### src/design/dsalc_pkg.sv
// ----------------------------------------------------------------------------
// dsalc_pkg
// Types, codes and a helper function shared by the drag-scroll converter.
// ----------------------------------------------------------------------------
`default_nettype none

package dsalc_pkg;

    localparam int DPI_SLOTS = 8;
    localparam int DPI_LIMIT = (DPI_SLOTS < 8) ? DPI_SLOTS : 8;

    localparam int DELTA_W = 17;
    localparam int SUM_W   = 18;
    localparam int TOTAL_W = 24;
    localparam int FRAC_W  = 9;

    localparam logic [8:0]  GAIN_RESET     = 9'd32;
    localparam logic [14:0] LOCK_RESET     = 15'd3;
    localparam logic [15:0] DEBOUNCE_RESET = 16'd100;
    localparam logic [15:0] TAPPING_RESET  = 16'd200;
    localparam logic [3:0]  DPI_CNT_RESET  = 4'd3;

    typedef enum logic [2:0] {
        CFG_GAIN_H    = 3'd0,
        CFG_GAIN_V    = 3'd1,
        CFG_LOCK      = 3'd2,
        CFG_DEBOUNCE  = 3'd3,
        CFG_TAPPING   = 3'd4,
        CFG_INVERT    = 3'd5,
        CFG_DPI_COUNT = 3'd6
    } cfg_addr_e;

    typedef enum logic [2:0] {
        KEY_OTHER       = 3'd0,
        KEY_DPI         = 3'd1,
        KEY_DRAG_TOGGLE = 3'd2,
        KEY_VOLUME      = 3'd3,
        KEY_SLOW        = 3'd4,
        KEY_SCROLL      = 3'd5,
        KEY_DRAG_HOLD   = 3'd6
    } key_code_e;

    typedef enum logic [1:0] {
        VOL_NONE = 2'd0,
        VOL_UP   = 2'd1,
        VOL_DOWN = 2'd2
    } vol_tap_e;

    typedef enum logic [1:0] {
        CPI_NONE = 2'd0,
        CPI_SET  = 2'd1,
        CPI_SLOW = 2'd2,
        CPI_FAST = 2'd3
    } cpi_e;

    typedef enum logic [1:0] {
        LAYER_NONE  = 2'd0,
        LAYER_ENTER = 2'd1,
        LAYER_LEAVE = 2'd2
    } layer_e;

    typedef struct packed {
        logic [8:0]  gain_h;
        logic [8:0]  gain_v;
        logic [14:0] lock_threshold;
        logic [15:0] volume_debounce_ms;
        logic [15:0] tapping_term_ms;
        logic        invert_scroll;
        logic [3:0]  dpi_count;
    } cfg_t;

    typedef struct packed {
        logic                      cmd;
        logic signed [7:0]         move_x;
        logic signed [7:0]         move_y;
        logic signed [7:0]         wheel_h;
        logic signed [7:0]         wheel_v;
        logic [2:0]                key_code;
        logic                      key_pressed;
        logic [15:0]               now_ms;
        logic signed [DELTA_W-1:0] delta_h;
        logic signed [DELTA_W-1:0] delta_v;
    } item_t;

    typedef struct packed {
        logic signed [7:0] out_x;
        logic signed [7:0] out_y;
        logic signed [7:0] out_h;
        logic signed [7:0] out_v;
        logic [1:0]        volume_tap;
        logic              middle_click;
        logic [1:0]        cpi_change;
        logic [2:0]        dpi_index;
        logic [1:0]        layer_change;
        logic              pass_key;
    } result_t;

    typedef struct packed {
        logic signed [7:0]        whole;
        logic signed [FRAC_W-1:0] rem;
    } emit_t;

    // Splits an accumulator into its whole part toward zero, saturated and
    // optionally negated, and the fraction that stays behind.
    function automatic emit_t emit_whole(input logic signed [SUM_W-1:0] acc,
                                         input logic inv);
        logic                neg;
        logic [SUM_W-1:0]    mag;
        logic [SUM_W-9:0]    wm;
        logic [7:0]          rm;
        logic signed [7:0]   w;
        emit_t               r;
        neg = acc[SUM_W-1];
        mag = neg ? SUM_W'(-acc) : SUM_W'(acc);
        wm  = mag[SUM_W-1:8];
        rm  = mag[7:0];
        if (neg)
        begin
            w = (wm > (SUM_W-8)'(128)) ? -8'sd128 : -$signed(wm[7:0]);
        end
        else
        begin
            w = (wm > (SUM_W-8)'(127)) ? 8'sd127 : $signed(wm[7:0]);
        end
        if (inv)
        begin
            w = (w == -8'sd128) ? 8'sd127 : -w;
        end
        r.whole = w;
        r.rem   = neg ? -$signed({1'b0, rm}) : $signed({1'b0, rm});
        return r;
    endfunction

endpackage

`default_nettype wire

### src/design/dsalc_in_stage.sv
// ----------------------------------------------------------------------------
// dsalc_in_stage
// Input register: unpacks a request and scales the motion by the gains.
// ----------------------------------------------------------------------------
`default_nettype none

module dsalc_in_stage (
    input  wire logic             clk,
    input  wire logic             rst_n,
    input  wire logic             s_tvalid,
    output logic                  s_tready,
    input  wire logic [55:0]      s_tdata,
    input  wire logic             s_tuser,
    input  wire dsalc_pkg::cfg_t  cfg,
    input  wire logic             take,
    output logic                  item_valid,
    output dsalc_pkg::item_t      item
);

    logic             valid_reg;
    logic             valid_next;
    dsalc_pkg::item_t item_reg;
    dsalc_pkg::item_t item_next;
    logic [8:0]       gain_h_eff;
    logic [8:0]       gain_v_eff;
    logic             accept;

    assign s_tready = !valid_reg || take;
    assign accept   = s_tvalid && s_tready;

    assign gain_h_eff = cfg.gain_h[8] ? 9'd256 : cfg.gain_h;
    assign gain_v_eff = cfg.gain_v[8] ? 9'd256 : cfg.gain_v;

    always_comb
    begin
        item_next.cmd         = s_tuser;
        item_next.move_x      = $signed(s_tdata[7:0]);
        item_next.move_y      = $signed(s_tdata[15:8]);
        item_next.wheel_h     = $signed(s_tdata[23:16]);
        item_next.wheel_v     = $signed(s_tdata[31:24]);
        item_next.key_code    = s_tdata[34:32];
        item_next.key_pressed = s_tdata[35];
        item_next.now_ms      = s_tdata[51:36];
        item_next.delta_h     = dsalc_pkg::DELTA_W'($signed(s_tdata[7:0]))
                                * $signed(dsalc_pkg::DELTA_W'({1'b0, gain_h_eff}));
        item_next.delta_v     = dsalc_pkg::DELTA_W'($signed(s_tdata[15:8]))
                                * $signed(dsalc_pkg::DELTA_W'({1'b0, gain_v_eff}));
        if (accept)
        begin
            valid_next = 1'b1;
        end
        else if (take)
        begin
            valid_next = 1'b0;
        end
        else
        begin
            valid_next = valid_reg;
        end
    end

    always_ff @(posedge clk or negedge rst_n)
    begin
        if (!rst_n)
        begin
            valid_reg <= 1'b0;
        end
        else
        begin
            valid_reg <= valid_next;
        end
    end

    always_ff @(posedge clk)
    begin
        if (accept)
        begin
            item_reg <= item_next;
        end
    end

    assign item_valid = valid_reg;
    assign item       = item_reg;

endmodule

`default_nettype wire

### src/design/dsalc_core.sv
// ----------------------------------------------------------------------------
// dsalc_core
// Mode and accumulator state, per-request decisions and the result register.
// ----------------------------------------------------------------------------
`default_nettype none

module dsalc_core (
    input  wire logic              clk,
    input  wire logic              rst_n,
    input  wire logic              item_valid,
    input  wire dsalc_pkg::item_t  item,
    input  wire dsalc_pkg::cfg_t   cfg,
    input  wire logic              m_tready,
    output logic                   take,
    output logic                   out_valid,
    output dsalc_pkg::result_t     res
);

    localparam int TW = dsalc_pkg::TOTAL_W;
    localparam int SW = dsalc_pkg::SUM_W;
    localparam int FW = dsalc_pkg::FRAC_W;

    logic                 drag_mode_reg,   drag_mode_next;
    logic                 volume_mode_reg, volume_mode_next;
    logic                 lock_h_reg,      lock_h_next;
    logic                 lock_v_reg,      lock_v_next;
    logic                 moved_reg,       moved_next;
    logic signed [TW-1:0] total_h_reg,     total_h_next;
    logic signed [TW-1:0] total_v_reg,     total_v_next;
    logic signed [FW-1:0] frac_h_reg,      frac_h_next;
    logic signed [FW-1:0] frac_v_reg,      frac_v_next;
    logic [15:0]          volume_stamp_reg, volume_stamp_next;
    logic [15:0]          press_stamp_reg, press_stamp_next;
    logic [2:0]           dpi_sel_reg,     dpi_sel_next;
    logic                 out_valid_reg,   out_valid_next;
    dsalc_pkg::result_t   res_reg,         res_next;

    logic signed [TW:0]   sum_h, sum_v;
    logic signed [TW-1:0] sat_h, sat_v;
    logic [TW-1:0]        mag_h, mag_v;
    logic                 over_h, over_v;
    logic                 lk_h, lk_v;
    logic signed [SW-1:0] acc_h, acc_v;
    dsalc_pkg::emit_t     emit_h, emit_v;
    logic [3:0]           dpi_len;
    logic [3:0]           dpi_inc;
    logic [15:0]          vol_elapsed;
    logic [15:0]          press_elapsed;

    assign take = item_valid && (!out_valid_reg || m_tready);

    always_comb
    begin
        sum_h = (TW+1)'(total_h_reg) + (TW+1)'(item.delta_h);
        sum_v = (TW+1)'(total_v_reg) + (TW+1)'(item.delta_v);
        if (sum_h[TW] != sum_h[TW-1])
        begin
            sat_h = sum_h[TW] ? {1'b1, {(TW-1){1'b0}}} : {1'b0, {(TW-1){1'b1}}};
        end
        else
        begin
            sat_h = sum_h[TW-1:0];
        end
        if (sum_v[TW] != sum_v[TW-1])
        begin
            sat_v = sum_v[TW] ? {1'b1, {(TW-1){1'b0}}} : {1'b0, {(TW-1){1'b1}}};
        end
        else
        begin
            sat_v = sum_v[TW-1:0];
        end
        mag_h  = sat_h[TW-1] ? TW'(-sat_h) : TW'(sat_h);
        mag_v  = sat_v[TW-1] ? TW'(-sat_v) : TW'(sat_v);
        over_h = mag_h[TW-1:8] > (TW-8)'(cfg.lock_threshold);
        over_v = mag_v[TW-1:8] > (TW-8)'(cfg.lock_threshold);
        lk_h   = lock_h_reg;
        lk_v   = lock_v_reg;
        if (over_h)
        begin
            lk_v = 1'b1;
            lk_h = 1'b0;
        end
        if (over_v)
        begin
            lk_h = 1'b1;
            lk_v = 1'b0;
        end
        acc_h  = SW'(frac_h_reg) + (lk_h ? SW'(0) : SW'(item.delta_h));
        acc_v  = SW'(frac_v_reg) + (lk_v ? SW'(0) : SW'(item.delta_v));
        emit_h = dsalc_pkg::emit_whole(acc_h, cfg.invert_scroll);
        emit_v = dsalc_pkg::emit_whole(acc_v, cfg.invert_scroll);

        if (cfg.dpi_count > 4'(dsalc_pkg::DPI_LIMIT))
        begin
            dpi_len = 4'(dsalc_pkg::DPI_LIMIT);
        end
        else if (cfg.dpi_count == 4'd0)
        begin
            dpi_len = 4'd1;
        end
        else
        begin
            dpi_len = cfg.dpi_count;
        end
        dpi_inc       = {1'b0, dpi_sel_reg} + 4'd1;
        vol_elapsed   = item.now_ms - volume_stamp_reg;
        press_elapsed = item.now_ms - press_stamp_reg;
    end

    always_comb
    begin
        drag_mode_next    = drag_mode_reg;
        volume_mode_next  = volume_mode_reg;
        lock_h_next       = lock_h_reg;
        lock_v_next       = lock_v_reg;
        moved_next        = moved_reg;
        total_h_next      = total_h_reg;
        total_v_next      = total_v_reg;
        frac_h_next       = frac_h_reg;
        frac_v_next       = frac_v_reg;
        volume_stamp_next = volume_stamp_reg;
        press_stamp_next  = press_stamp_reg;
        dpi_sel_next      = dpi_sel_reg;
        res_next          = '0;
        out_valid_next    = take ? 1'b1 : (m_tready ? 1'b0 : out_valid_reg);

        if (take)
        begin
            if (!item.cmd)
            begin
                moved_next     = (item.move_x != 8'sd0) || (item.move_y != 8'sd0);
                res_next.out_h = item.wheel_h;
                res_next.out_v = item.wheel_v;
                if (volume_mode_reg)
                begin
                    if (vol_elapsed > cfg.volume_debounce_ms)
                    begin
                        if (item.move_y < 8'sd0)
                        begin
                            res_next.volume_tap = dsalc_pkg::VOL_UP;
                        end
                        else if (item.move_y > 8'sd0)
                        begin
                            res_next.volume_tap = dsalc_pkg::VOL_DOWN;
                        end
                        volume_stamp_next = item.now_ms;
                    end
                end
                else if (drag_mode_reg)
                begin
                    total_h_next   = sat_h;
                    total_v_next   = sat_v;
                    lock_h_next    = lk_h;
                    lock_v_next    = lk_v;
                    frac_h_next    = emit_h.rem;
                    frac_v_next    = emit_v.rem;
                    res_next.out_h = emit_h.whole;
                    res_next.out_v = emit_v.whole;
                end
                else
                begin
                    res_next.out_x = item.move_x;
                    res_next.out_y = item.move_y;
                end
            end
            else
            begin
                volume_mode_next  = 1'b0;
                res_next.pass_key = 1'b1;
                case (dsalc_pkg::key_code_e'(item.key_code))
                    dsalc_pkg::KEY_DPI:
                    begin
                        if (item.key_pressed)
                        begin
                            dpi_sel_next = (dpi_inc >= dpi_len) ? 3'd0 : dpi_inc[2:0];
                            res_next.cpi_change = dsalc_pkg::CPI_SET;
                        end
                    end
                    dsalc_pkg::KEY_DRAG_TOGGLE:
                    begin
                        if (item.key_pressed)
                        begin
                            drag_mode_next = !drag_mode_reg;
                        end
                    end
                    dsalc_pkg::KEY_VOLUME:
                    begin
                        if (item.key_pressed)
                        begin
                            volume_mode_next  = 1'b1;
                            res_next.pass_key = 1'b0;
                        end
                    end
                    dsalc_pkg::KEY_SLOW:
                    begin
                        res_next.cpi_change = item.key_pressed ? dsalc_pkg::CPI_SLOW
                                                               : dsalc_pkg::CPI_FAST;
                    end
                    dsalc_pkg::KEY_SCROLL:
                    begin
                        drag_mode_next    = item.key_pressed;
                        res_next.pass_key = 1'b0;
                        if (item.key_pressed)
                        begin
                            res_next.layer_change = dsalc_pkg::LAYER_ENTER;
                            moved_next       = 1'b0;
                            frac_h_next      = '0;
                            frac_v_next      = '0;
                            total_h_next     = '0;
                            total_v_next     = '0;
                            lock_h_next      = 1'b0;
                            lock_v_next      = 1'b0;
                            press_stamp_next = item.now_ms;
                        end
                        else
                        begin
                            res_next.layer_change = dsalc_pkg::LAYER_LEAVE;
                            res_next.middle_click = !moved_reg
                                && (press_elapsed < cfg.tapping_term_ms);
                        end
                    end
                    dsalc_pkg::KEY_DRAG_HOLD:
                    begin
                        drag_mode_next = item.key_pressed;
                        total_h_next   = '0;
                        total_v_next   = '0;
                        lock_h_next    = 1'b0;
                        lock_v_next    = 1'b0;
                    end
                    default:
                    begin
                    end
                endcase
            end
        end
        res_next.dpi_index = dpi_sel_next;
    end

    always_ff @(posedge clk or negedge rst_n)
    begin
        if (!rst_n)
        begin
            drag_mode_reg    <= 1'b0;
            volume_mode_reg  <= 1'b0;
            lock_h_reg       <= 1'b0;
            lock_v_reg       <= 1'b0;
            moved_reg        <= 1'b0;
            total_h_reg      <= '0;
            total_v_reg      <= '0;
            frac_h_reg       <= '0;
            frac_v_reg       <= '0;
            volume_stamp_reg <= '0;
            press_stamp_reg  <= '0;
            dpi_sel_reg      <= '0;
            out_valid_reg    <= 1'b0;
        end
        else
        begin
            drag_mode_reg    <= drag_mode_next;
            volume_mode_reg  <= volume_mode_next;
            lock_h_reg       <= lock_h_next;
            lock_v_reg       <= lock_v_next;
            moved_reg        <= moved_next;
            total_h_reg      <= total_h_next;
            total_v_reg      <= total_v_next;
            frac_h_reg       <= frac_h_next;
            frac_v_reg       <= frac_v_next;
            volume_stamp_reg <= volume_stamp_next;
            press_stamp_reg  <= press_stamp_next;
            dpi_sel_reg      <= dpi_sel_next;
            out_valid_reg    <= out_valid_next;
        end
    end

    always_ff @(posedge clk)
    begin
        if (take)
        begin
            res_reg <= res_next;
        end
    end

    assign out_valid = out_valid_reg;
    assign res       = res_reg;

endmodule

`default_nettype wire

### src/design/drag_scroll_axis_lock_converter_unit.sv
// ----------------------------------------------------------------------------
// drag_scroll_axis_lock_converter_unit
// Turns trackball reports and key events into pointer, scroll, volume and
// mode results, with drag scrolling and axis lock.
// ----------------------------------------------------------------------------
//   Channel  | Direction | Payload
//   s_*      | in        | tuser: cmd; tdata: move_x, move_y, wheel_h, wheel_v,
//            |           |   key_code, key_pressed, now_ms
//   m_*      | out       | tdata: out_x .. pass_key, one result per request
//   cfg_*    | in        | register writes, index 0..6
//
// A request is taken into the input register, where the motion is scaled,
// and its result is registered in the result register once that is free.
// One request is accepted every cycle while the result side keeps up.
// A stalled result holds; the input register still accepts one more request.
// Reset clears the modes, accumulators, stamps and DPI index at once.
// ----------------------------------------------------------------------------
`default_nettype none

module drag_scroll_axis_lock_converter_unit (
    input  wire logic        clk,
    input  wire logic        rst_n,
    input  wire logic        s_tvalid,
    output logic             s_tready,
    // [7:0] move_x, [15:8] move_y, [23:16] wheel_h, [31:24] wheel_v,
    // [34:32] key_code, [35] key_pressed, [51:36] now_ms, [55:52] zero
    input  wire logic [55:0] s_tdata,
    // [0] cmd
    input  wire logic        s_tuser,
    output logic             m_tvalid,
    input  wire logic        m_tready,
    // [7:0] out_x, [15:8] out_y, [23:16] out_h, [31:24] out_v,
    // [33:32] volume_tap, [34] middle_click, [36:35] cpi_change,
    // [39:37] dpi_index, [41:40] layer_change, [42] pass_key, [47:43] zero
    output logic [47:0]      m_tdata,
    input  wire logic        cfg_we,
    input  wire logic [2:0]  cfg_addr,
    input  wire logic [15:0] cfg_wdata
);

    dsalc_pkg::cfg_t    cfg_reg;
    dsalc_pkg::item_t   item;
    dsalc_pkg::result_t res;
    logic               item_valid;
    logic               take;

    always_ff @(posedge clk or negedge rst_n)
    begin
        if (!rst_n)
        begin
            cfg_reg.gain_h             <= dsalc_pkg::GAIN_RESET;
            cfg_reg.gain_v             <= dsalc_pkg::GAIN_RESET;
            cfg_reg.lock_threshold     <= dsalc_pkg::LOCK_RESET;
            cfg_reg.volume_debounce_ms <= dsalc_pkg::DEBOUNCE_RESET;
            cfg_reg.tapping_term_ms    <= dsalc_pkg::TAPPING_RESET;
            cfg_reg.invert_scroll      <= 1'b0;
            cfg_reg.dpi_count          <= dsalc_pkg::DPI_CNT_RESET;
        end
        else if (cfg_we)
        begin
            case (dsalc_pkg::cfg_addr_e'(cfg_addr))
                dsalc_pkg::CFG_GAIN_H:    cfg_reg.gain_h             <= cfg_wdata[8:0];
                dsalc_pkg::CFG_GAIN_V:    cfg_reg.gain_v             <= cfg_wdata[8:0];
                dsalc_pkg::CFG_LOCK:      cfg_reg.lock_threshold     <= cfg_wdata[14:0];
                dsalc_pkg::CFG_DEBOUNCE:  cfg_reg.volume_debounce_ms <= cfg_wdata;
                dsalc_pkg::CFG_TAPPING:   cfg_reg.tapping_term_ms    <= cfg_wdata;
                dsalc_pkg::CFG_INVERT:    cfg_reg.invert_scroll      <= cfg_wdata[0];
                dsalc_pkg::CFG_DPI_COUNT: cfg_reg.dpi_count          <= cfg_wdata[3:0];
                default:
                begin
                end
            endcase
        end
    end

    dsalc_in_stage u_in_stage (
        .clk        (clk),
        .rst_n      (rst_n),
        .s_tvalid   (s_tvalid),
        .s_tready   (s_tready),
        .s_tdata    (s_tdata),
        .s_tuser    (s_tuser),
        .cfg        (cfg_reg),
        .take       (take),
        .item_valid (item_valid),
        .item       (item)
    );

    dsalc_core u_core (
        .clk        (clk),
        .rst_n      (rst_n),
        .item_valid (item_valid),
        .item       (item),
        .cfg        (cfg_reg),
        .m_tready   (m_tready),
        .take       (take),
        .out_valid  (m_tvalid),
        .res        (res)
    );

    assign m_tdata = {5'd0, res.pass_key, res.layer_change, res.dpi_index,
                      res.cpi_change, res.middle_click, res.volume_tap,
                      res.out_v, res.out_h, res.out_y, res.out_x};

endmodule

`default_nettype wire

### config.mk
export PLATFORM = sky130hd
export DESIGN_NAME = drag_scroll_axis_lock_converter_unit
export DESIGN_NICKNAME = d
export VERILOG_FILES = /design/src/design/dsalc_pkg.sv /design/src/design/dsalc_in_stage.sv /design/src/design/dsalc_core.sv /design/src/design/drag_scroll_axis_lock_converter_unit.sv
export SDC_FILE = /design/constraint.sdc
export NUM_CORES = 1
export LEC_CHECK = 0
export BUFFER_PORTS_ARGS = -buffer_cell sky130_fd_sc_hd__buf_4
export CORE_MARGIN = 10
export CORE_UTILIZATION = 40
export CTS_CLUSTER_SIZE = 16
export DETAILED_ROUTE_END_ITERATION = 7
export HOLD_SLACK_MARGIN = 0.08
export PLACE_DENSITY = 0.65
export REMOVE_ABC_BUFFERS = 1
export SLEW_MARGIN = 20
export SYNTH_ARGS = -nofsm -noshare
export SYNTH_HDL_FRONTEND = slang
export SYNTH_HIERARCHICAL = 1
export SYNTH_SLANG_ARGS = --single-unit
### constraint.sdc
create_clock -name clk -period 31 [get_ports clk]
set_clock_uncertainty 0.05 [all_clocks]
set_input_delay 3.1 -clock clk [delete_from_list [all_inputs] [get_ports clk]]
set_output_delay 3.1 -clock clk [all_outputs]
set_load 0.02 [all_outputs]
==> results of run 1 <==
[final timing paths]
kind                                              startpoint                               endpoint  slack [ps]
setup / recovery                u_in_stage/item[8]$_DFFE_PP_           u_core/res[13]$_SDFFCE_PP0P_       17360
hold / removal             u_in_stage/item_valid$_DFFE_PN0P_           u_core/out_valid$_DFFE_PN0P_         430
setup reg to reg                u_in_stage/item[8]$_DFFE_PP_           u_core/res[13]$_SDFFCE_PP0P_       17360
hold reg to reg            u_in_stage/item_valid$_DFFE_PN0P_           u_core/out_valid$_DFFE_PN0P_         430
max in group asynchronous                              rst_n                cfg_reg[69]$_DFFE_PN0P_       27020
min in group asynchronous                              rst_n  u_core/press_stamp_reg[2]$_DFFE_PN0P_        2510
[worst max-delay path: cells and delay by family, from the launching register on]
kind,cells,cell delay [ps]
xor gates and xnor gates,3,690
adders and majority gates,5,1980
AOI/OAI and AO/OA,23,5820
DFF,1,440
and+or+nand+nor,17,4290
buffers and inverters,1,170
[cell usage in the layout, fill, tap and decap left out, types with 29 or more instances in the layout]
cell type,count
ha_1,272
inv_1,270
nand2_1,196
nor2_1,195
dfrtp_1,166
a21oi_1,161
o21ai_0,161
and2_1,161
buf_4,136
edfxtp_1,130
xnor2_1,112
mux2_2,106
fa_1,92
a21o_1,61
nor2b_1,58
nor3_1,54
xor2_1,48
nand3_1,45
o21a_1,40
nand2b_1,39
clkbuf_16,37
a211oi_1,29
[kinds of logic after synthesis]
family          Yosys count  synth area share
compound gates          710            0.1783
xor+xnor                162           0.05178
fa+ha+maj               364            0.1894
buf+inv                 369           0.05241
flops                   308            0.3024
mux                     121           0.04871
other cells               1         0.0001354
simple gates            924            0.1769
[final cells by class]
cell class | instances | area share
clock inverters | 19 | 0.006921
diodes | 1 | 0.00008142
well taps | 931 | 0.03790
inverters | 274 | 0.03347
multi-input cells | 2286 | 0.5830
flip-flops and latches | 308 | 0.2724
repair buffers | 137 | 0.03367
clock buffers | 49 | 0.03249
[metal layers]
| metal | wire length, um | track usage |
|---|---|---|
| met1 | 34130 | 0.2401 |
| met2 | 32470 | 0.2797 |
| met3 | 3290 | 0.02201 |
| met4 | 1410 | 0.04256 |
| met5 | 13 | 0 |
[through the flow]
stage	setup WS (ps)	hold WS [ps]	util
after floorplan	19030	392.8	-
final	17360	431.5	0.4481
after detailed placement	17480	423.9	0.4304
after global placement	17490	411.7	0.4304
after global routing	16410	453.6	0.4481
after CTS	17390	433.5	0.4481
==> reports/metrics.yaml, run 1 <==
run_status:
  status: "finished, final reports clean"
synthesis:
  yosysMostFrequentCell: "ha_1"
  synth_area_leaders: "dfrtp_1 (15%), edfxtp_1 (14%), ha_1 (12%), fa_1 (6.7%), mux2_2 (4.3%)"
  yosys.area.top_type: "dfrtp_1"
  synth-seq-cells: 308
  netlist_area_mm2: 0.02769
  dominantRegCellSynth: "dfrtp_1"
  netlist.area_leader.share: 0.1500
  yosys_warnings: 6
  synth.distinct_cells: 120
  synth-seq-area-share: 0.3024
  ys_async_sr_fraction: 0.5779
  yosys-top-cells-count: "ha_1 (272), inv_1 (270), nand2_1 (197)"
  syn_avg_cell_area_um2: 9.359
  syn_inst: 2959
  synth_edf_count: 130
clocking:
  cts_resized: 0
  numCtsBuffers: 37
  ctsRootBufferMaster: "clkbuf_16"
  cts.sinks: 308
  cts.clk_slew.worst_paths_ps: 60
  holdBufCountCts: 0
  clock_latency_ps: 590
  post_cts_buffers: 0
  htreeDepth: 2
  tritoncts: "yes"
  clock_path_buffers: 3
global_routing:
  gr-usage-all-layers: 0.1724
  antenna_found_initial: 7
  grt_pass1_wl_um: 114600
  grt_max_degree: 85
  overflow: 0
  first_global_vias: 21080
final_layout:
  design_area_mm2: 0.03073
  fillers: 6603
  largest_reg_flops: 87
  final_layout_size_suffix_gt1_frac: 0.1289
  nNetsFinal: 3489
  final_cells: 4005
  seq_area_mm2: 0.008373
  synthToLayoutAreaGrowth_pct: 10.98
  multi_input_area_mm2: 0.01792
place:
  placed_cell_area_mm2: 0.02952
  dp.cells: 3936
  port-buffer-count: 121
  hpwl_um: 54120
  gpl.final_weighted_congestion: 0.8787
worst_setup_path:
  worstPathArrival_ps: 13990
  crit_path_end_kind: "flop"
  slowest_delay_ps: 640
  path_class: "flop to flop"
  rr_worst_depth: 49
  cp_max_fo: 25
  cpMostUsedCell: "ha_1"
  required_ps: 31350
  cp-start-kind: "flop"
  slowest_stage: "a21oi_2"
drt:
  num_vias: 21680
  route.detailed.drc: 0
  drt_iter0_markers: 1531
  drt_wl_total_um: 71310
  ant_nets: 0
  avgViaCountPerCell: 5.413
  drtPass1Iterations: 5
  wire_per_inst_um: 17.81
sta:
  slew_headroom: 0.3408
  post-route-min-period_ps: 13640
  min_period_over_period: 0.4399
  final_hold_viol_count: 0
  drv_slew: 0
  setup_tns_ps: 0
  setup_viol: 0
  max_freq_ghz: 0.07333
  rsz0062_at_grt: "no"
  tightest_slew_ps: 985.2
die:
  start_util: 0.4038
  fp-row-count: 96
  die_height_um: 283.1
  die_w_um: 283.1
  ioPinCount: 131
  core_mm2: 0.06859
  die_area_mm2: 0.08016
run:
  cap_violations: 0
hold_path:
  hold_class: "flop to flop"
  whs_path_depth: 1
Power of run 1 is left out: the tool's default activity adds up to more than one toggle a clock period on the data nets, which glitch-free logic cannot reach.
==> run 2: changes to the inputs <==
--- a/config.mk
+++ b/config.mk
@@ -11,7 +11,7 @@
 export CTS_CLUSTER_SIZE = 16
 export DETAILED_ROUTE_END_ITERATION = 7
 export HOLD_SLACK_MARGIN = 0.08
-export PLACE_DENSITY = 0.65
+export PLACE_DENSITY = 0.67
 export REMOVE_ABC_BUFFERS = 1
 export SLEW_MARGIN = 20
 export SYNTH_ARGS = -nofsm -noshare
==> constraint.sdc (replaced) <==
create_clock -name clk -period 11.9 [get_ports clk]
set_clock_uncertainty 0.05 [all_clocks]
set_input_delay 1.19 -clock clk [delete_from_list [all_inputs] [get_ports clk]]
set_output_delay 1.19 -clock clk [all_outputs]
set_load 0.02 [all_outputs]
==> run 2 against run 1 <==
Net effect: worst setup slack lost 17000 ps; maximum frequency up 19%; via count rose by 3.1%; largest cell class unchanged; cell count rose by 2.9%; first-iteration DRC count grew 8.2%; clock-buffer cell count is 3 higher; non-clock buffer count rose by 112; sequential cell count is the same; cell area increased by 4.3%; critical path depth is 1 lower; global-route usage rose by 0.30 points; wire length increased by 1.4%.
==> reports/metrics.yaml, run 2 (synthesized netlist as in run 1, its figures left out) <==
die:
  ioPinCount: 131  # unchanged
  core_mm2: 0.06859  # unchanged
  start_util: 0.4038  # unchanged
  die_w_um: 283.1  # unchanged
  fp-row-count: 96  # unchanged
  die_height_um: 283.1  # unchanged
  die_area_mm2: 0.08016  # unchanged
final_layout:
  nNetsFinal: 3603  # was 3489
  synthToLayoutAreaGrowth_pct: 15.74  # was 10.98%
  final_core_util: 0.4673  # was 0.4481
  most-common-layout-cells: "inv_1 (270), ha_1 (270), buf_4 (246)"  # was ha_1 (272), inv_1 (270), nand2_1 (196)
  antennaDiodeCount: 0  # was 1
  final_layout_size_suffix_gt1_frac: 0.1759  # was 0.1289
  largest_reg_flops: 87  # unchanged
drt:
  wire_per_inst_um: 17.55  # was 17.81 um
  route.detailed.drc: 0  # unchanged
  ant_nets: 0  # unchanged
  drt_iter0_markers: 1656  # was 1531
  avgViaCountPerCell: 5.424  # was 5.413
  num_vias: 22350  # was 21680
  drt_wl_total_um: 72310  # was 71310 um
  drtPass1Iterations: 5  # unchanged
sta:
  whs_ps: 421.1  # was 431.5 ps
  final_hold_viol_count: 0  # unchanged
  min_period_over_period: 0.9599  # was 0.4399
  post-route-min-period_ps: 11420  # was 13640 ps
  drv_slew: 0  # unchanged
  setup_viol: 0  # unchanged
  max_freq_ghz: 0.08755  # was 0.07333 GHz
  tightest_slew_ps: 1029  # was 985.2 ps
  slew_headroom: 0.3110  # was 0.3408
global_routing:
  antenna_found_initial: 5  # was 7
  gr-usage-all-layers: 0.1754  # was 0.1724
  first_global_vias: 21720  # was 21080
  grt_max_degree: 64  # was 85
  grt_pass1_wl_um: 116900  # was 114600 um
  overflow: 0  # unchanged
place:
  port-buffer-count: 121  # unchanged
  hpwl_um: 54810  # was 54120 um
  gpl.final_weighted_congestion: 0.8905  # was 0.8787
worst_setup_path:
  cp-start-kind: "flop"  # unchanged
  worstPathArrival_ps: 11760  # was 13990 ps
  crit_path_end_kind: "flop"  # unchanged
  path_class: "flop to flop"  # unchanged
  slowest_stage: "or4_4"  # was a21oi_2
  slowest_delay_ps: 610  # was 640 ps
  cpMostUsedCell: "a21o_1"  # was ha_1
  required_ps: 12240  # was 31350 ps
  cp_max_fo: 24  # was 25
run:
  cap_violations: 0  # unchanged
clocking:
  numCtsBuffers: 39  # was 37
  tritoncts: "yes"  # unchanged
  clock_path_buffers: 3  # unchanged
  htreeDepth: 2  # unchanged
  cts.sinks: 308  # unchanged
  clock_latency_ps: 570  # was 590 ps
  cts.clk_slew.worst_paths_ps: 60  # about the same
  ctsRootBufferMaster: "clkbuf_16"  # unchanged
run_status:
  status: "finished, final reports clean"  # unchanged
hold_path:
  hold_class: "flop to flop"  # unchanged
[run 2: metal layers]
metal,part of all wire,GRT usage,wire length (um),up-vias
met5,0.00036,0,26,-
met4,0.022,0.04535,1565,4
met3,0.054,0.02858,3869,88
met2,0.46,0.2853,33350,533
met1,0.46,0.2391,33490,10760
li1,-,-,-,10960
[run 2: timing repair]
item / 4_1_cts / 5_1_grt
resized for setup: 12 / 57
endpoints found under the setup margin: 16 / 18
hold buffers: 0 / 0
buffers inserted: 0 / 12
pin swaps: 0 / 30
[run 2: path summary, 6_finish.rpt]
path	depth (start not counted)	slack, ps	start	to
worst max register to register	48	480	u_core/total_v_reg[8]$_DFFE_PN0P_	u_core/res[14]$_SDFFCE_PP0P_
worst min-delay path	2	420	u_core/total_h_reg[22]$_DFFE_PN0P_	u_core/total_h_reg[22]$_DFFE_PN0P_
min in group asynchronous	1	550	rst_n	u_core/press_stamp_reg[5]$_DFFE_PN0P_
worst min register to register	2	420	u_core/total_h_reg[22]$_DFFE_PN0P_	u_core/total_h_reg[22]$_DFFE_PN0P_
worst max-delay path	48	480	u_core/total_v_reg[8]$_DFFE_PN0P_	u_core/res[14]$_SDFFCE_PP0P_
max in group asynchronous	2	9960	rst_n	cfg_reg[53]$_DFFE_PN0P_
[run 2: area by class of cell]
type,count,area (um^2)
fillers,6521,36540
repair buffers,249,1883
well taps,931,1165
clock inverters,20,255.2
multi-input cells,2286,18270
flip-flops and latches,308,8373
inverters,274,1028
clock buffers,52,1076
[run 2: worst max-delay path, delay by kind of cell, from the launching register on]
family	cells	cell delay (ps)
DFF	1	390
buffers and inverters	4	560
and+or+nand+nor	12	3270
AOI/OAI and AO/OA	24	4990
adders and majority gates	5	1350
xor gates and xnor gates	3	650
[run 2: through the flow]
stage	TNS, ps	setup WS (ps)	instances	instance area (um^2)
after CTS	0	21.88	4108	31670
after floorplan	-87.81	-73.80	2868	27280
after global placement	-15.36	-6.247	4036	30270
after detailed placement	-2112	-174.4	4036	30270
final	0	477.7	4120	32050
after global routing	-1120	-170.2	4120	32050
Power of run 2 is left out for the same reason.
==> run 3: changes to the inputs <==
--- a/config.mk
+++ b/config.mk
@@ -6,7 +6,7 @@
 export NUM_CORES = 1
 export LEC_CHECK = 0
 export BUFFER_PORTS_ARGS = -buffer_cell sky130_fd_sc_hd__buf_4
-export CORE_MARGIN = 10
+export CORE_MARGIN = 2
 export CORE_UTILIZATION = 40
 export CTS_CLUSTER_SIZE = 16
 export DETAILED_ROUTE_END_ITERATION = 7
==> constraint.sdc (replaced) <==
create_clock -name clk -period 10.3 [get_ports clk]
set_clock_uncertainty 0.05 [all_clocks]
set_input_delay 1.03 -clock clk [delete_from_list [all_inputs] [get_ports clk]]
set_output_delay 1.03 -clock clk [all_outputs]
set_load 0.02 [all_outputs]
==> run 3 against run 2 <==
Net effect: the flow now finishes with violations (setup timing); cell count grew 10%; global-route usage increased by 4.0 points; cell area is 12% higher; register-to-register slack worse by 1200 ps; wire length grew 6.8%; via count grew 7.2%; utilization grew 5.4 points; die area shrank 11%; clock-buffer cell count down 1; highest routed layer unchanged.
==> reports/metrics.yaml, run 3 (synthesized netlist as in run 1, its figures left out) <==
global_routing:
  overflow: 0  # unchanged
  antenna_found_initial: 4  # was 5
  first_global_vias: 23610  # was 21720
  grt_pass1_wl_um: 123400  # was 116900 um
  grt_max_degree: 110  # was 64
  gr-usage-all-layers: 0.2151  # was 0.1754
sta:
  min_period_over_period: 1.072  # was 0.9599
  tightest_slew_ps: 972.9  # was 1029 ps
  fin_ws_ps: -741.0  # was 477.7 ps
  max_freq_ghz: 0.09057  # was 0.08755 GHz
  setup_viol: 16  # was 0
  post-route-min-period_ps: 11040  # was 11420 ps
  slew_headroom: 0.3514  # was 0.3110
  final_hold_viol_count: 0  # unchanged
  drv_slew: 0  # unchanged
  rsz0062_at_grt: "yes"
worst_setup_path:
  crit_path_end_kind: "flop"  # unchanged
  worst-r2r-setup-slack_ps: -740  # was 480 ps
  slowest_stage: "or4_4"  # unchanged
  required_ps: 10540  # was 12240 ps
  r2r-start: "u_core/total_v_reg[8]$_DFFE_PN0P_"  # unchanged
  r2r-end: "u_core/res[20]$_SDFFCE_PP0P_"  # was u_core/res[14]$_SDFFCE_PP0P_
  slowest_delay_ps: 580  # was 610 ps
  path_class: "flop to flop"  # unchanged
  cp-startpoint: "u_core/total_v_reg[8]$_DFFE_PN0P_"  # unchanged
  cpMostUsedCell: "or4_4"  # was a21o_1
  cp_max_fo: 6  # was 24
  worstPathArrival_ps: 11280  # was 11760 ps
  cp-start-kind: "flop"  # unchanged
  rr_worst_depth: 52  # was 48
clocking:
  clock_path_buffers: 3  # unchanged
  clock_latency_ps: 600  # was 570 ps
  htreeDepth: 2  # unchanged
  holdBufCountCts: 0  # unchanged
  ctsRootBufferMaster: "clkbuf_16"  # unchanged
  tritoncts: "yes"  # unchanged
  numCtsBuffers: 38  # was 39
  cts.sinks: 308  # unchanged
  cts.clk_slew.worst_paths_ps: 60  # about the same
final_layout:
  final_cells: 4535  # was 4120
  nNetsFinal: 4019  # was 3603
  largest_reg_flops: 87  # unchanged
  synthToLayoutAreaGrowth_pct: 29.15  # was 15.74%
  final_common_cell: "buf_4"
  antennaDiodeCount: 0  # unchanged
  final_layout_size_suffix_gt1_frac: 0.2933  # was 0.1759
  most-common-layout-cells: "buf_4 (653), inv_1 (268), ha_1 (262)"  # was inv_1 (270), ha_1 (270), buf_4 (246)
  fillers: 6140  # was 6521
drt:
  drt_wl_total_um: 77230  # was 72310 um
  ant_nets: 0  # unchanged
  wire_per_inst_um: 17.03  # was 17.55 um
  drt_iter0_markers: 1424  # was 1656
  num_vias: 23950  # was 22350
  drtPass1Iterations: 5  # unchanged
  route.detailed.drc: 0  # unchanged
  avgViaCountPerCell: 5.281  # was 5.424
die:
  core_mm2: 0.06859  # unchanged
  ioPinCount: 131  # unchanged
  fp-row-count: 96  # unchanged
  die_area_mm2: 0.07135  # was 0.08016 mm^2
  die_height_um: 267.1  # was 283.1 um
  start_util: 0.4038  # unchanged
  die_w_um: 267.1  # was 283.1 um
run_status:
  status: "complete, but fails checks"  # was finished, final reports clean
  violations: "setup timing"
hold_path:
  hold_class: "flop to flop"  # unchanged
  holdCritStartpoint: "u_core/total_h_reg[22]$_DFFE_PN0P_"  # unchanged
  holdPathEnd: "u_core/total_h_reg[22]$_DFFE_PN0P_"  # unchanged
  whs_path_depth: 2  # unchanged
run:
  cap_violations: 0  # unchanged
place:
  gpl.final_weighted_congestion: 0.9124  # was 0.8905
  dp.cells: 4427  # was 4036
  hpwl_um: 58480  # was 54810 um
  port-buffer-count: 121  # unchanged
run 3: stage by stage:
stage / instance area [um^2] / utilization / setup WS (ps) / TNS, ps / hold WS (ps)
after global routing: 35770 / 0.5215 / -1153 / -18420 / 451.4
after floorplan: 27280 / - / -1674 / -25960 / 392.8
after detailed placement: 33200 / 0.4841 / -1442 / -24340 / 417.2
final: 35770 / 0.5215 / -741.0 / -10150 / 433.1
after global placement: 33200 / 0.4841 / -1162 / -18180 / 406.3
after CTS: 35120 / 0.5121 / -726.1 / -9887 / 432.7
run 3: timing repair:
action / 4_1_cts / 5_1_grt
gates resized for setup: 98 / 109
setup buffers: 20 / 19
setup endpoints to repair: 25 / 27
pin swaps: 56 / 66
run 3: worst max-delay path: cells and delay by family (launching register included):
family                     cells  cell delay [ps]
AOI/OAI and AO/OA             19             3480
adders and majority gates      5             1300
buffers and inverters          6              730
DFF                            1              410
and+or+nand+nor               17             3790
muxes                          1              310
xor gates and xnor gates       4              640
run 3: worst max-delay path by stage:
stage | endpoint
after floorplan | u_core/res[26]$_SDFFCE_PP0P_
after global placement | u_core/res[25]$_SDFFCE_PP0P_
after detailed placement | u_core/res[20]$_SDFFCE_PP0P_
after CTS | u_core/res[20]$_SDFFCE_PP0P_
after global routing | u_core/res[20]$_SDFFCE_PP0P_
final | u_core/res[20]$_SDFFCE_PP0P_
run 3: layer usage:
| metal | track usage | part of all wire | vias up |
|---|---|---|---|
| li1 | - | - | 11800 |
| met1 | 0.2877 | 0.45 | 11470 |
| met2 | 0.3554 | 0.46 | 550 |
| met3 | 0.03558 | 0.052 | 135 |
| met4 | 0.06635 | 0.030 | 2 |
| met5 | 0 | 0.000091 | - |
run 3: layout make-up:
| class | count | area, um^2 | area share |
|---|---|---|---|
| flip-flops and latches | 308 | 8373 | 0.2341 |
| multi-input cells | 2286 | 18880 | 0.5278 |
| well taps | 931 | 1165 | 0.03257 |
| clock inverters | 19 | 247.7 | 0.006927 |
| inverters | 274 | 1028 | 0.02876 |
| repair buffers | 666 | 5064 | 0.1416 |
| clock buffers | 51 | 1010 | 0.02823 |
Power of run 3 is left out for the same reason.
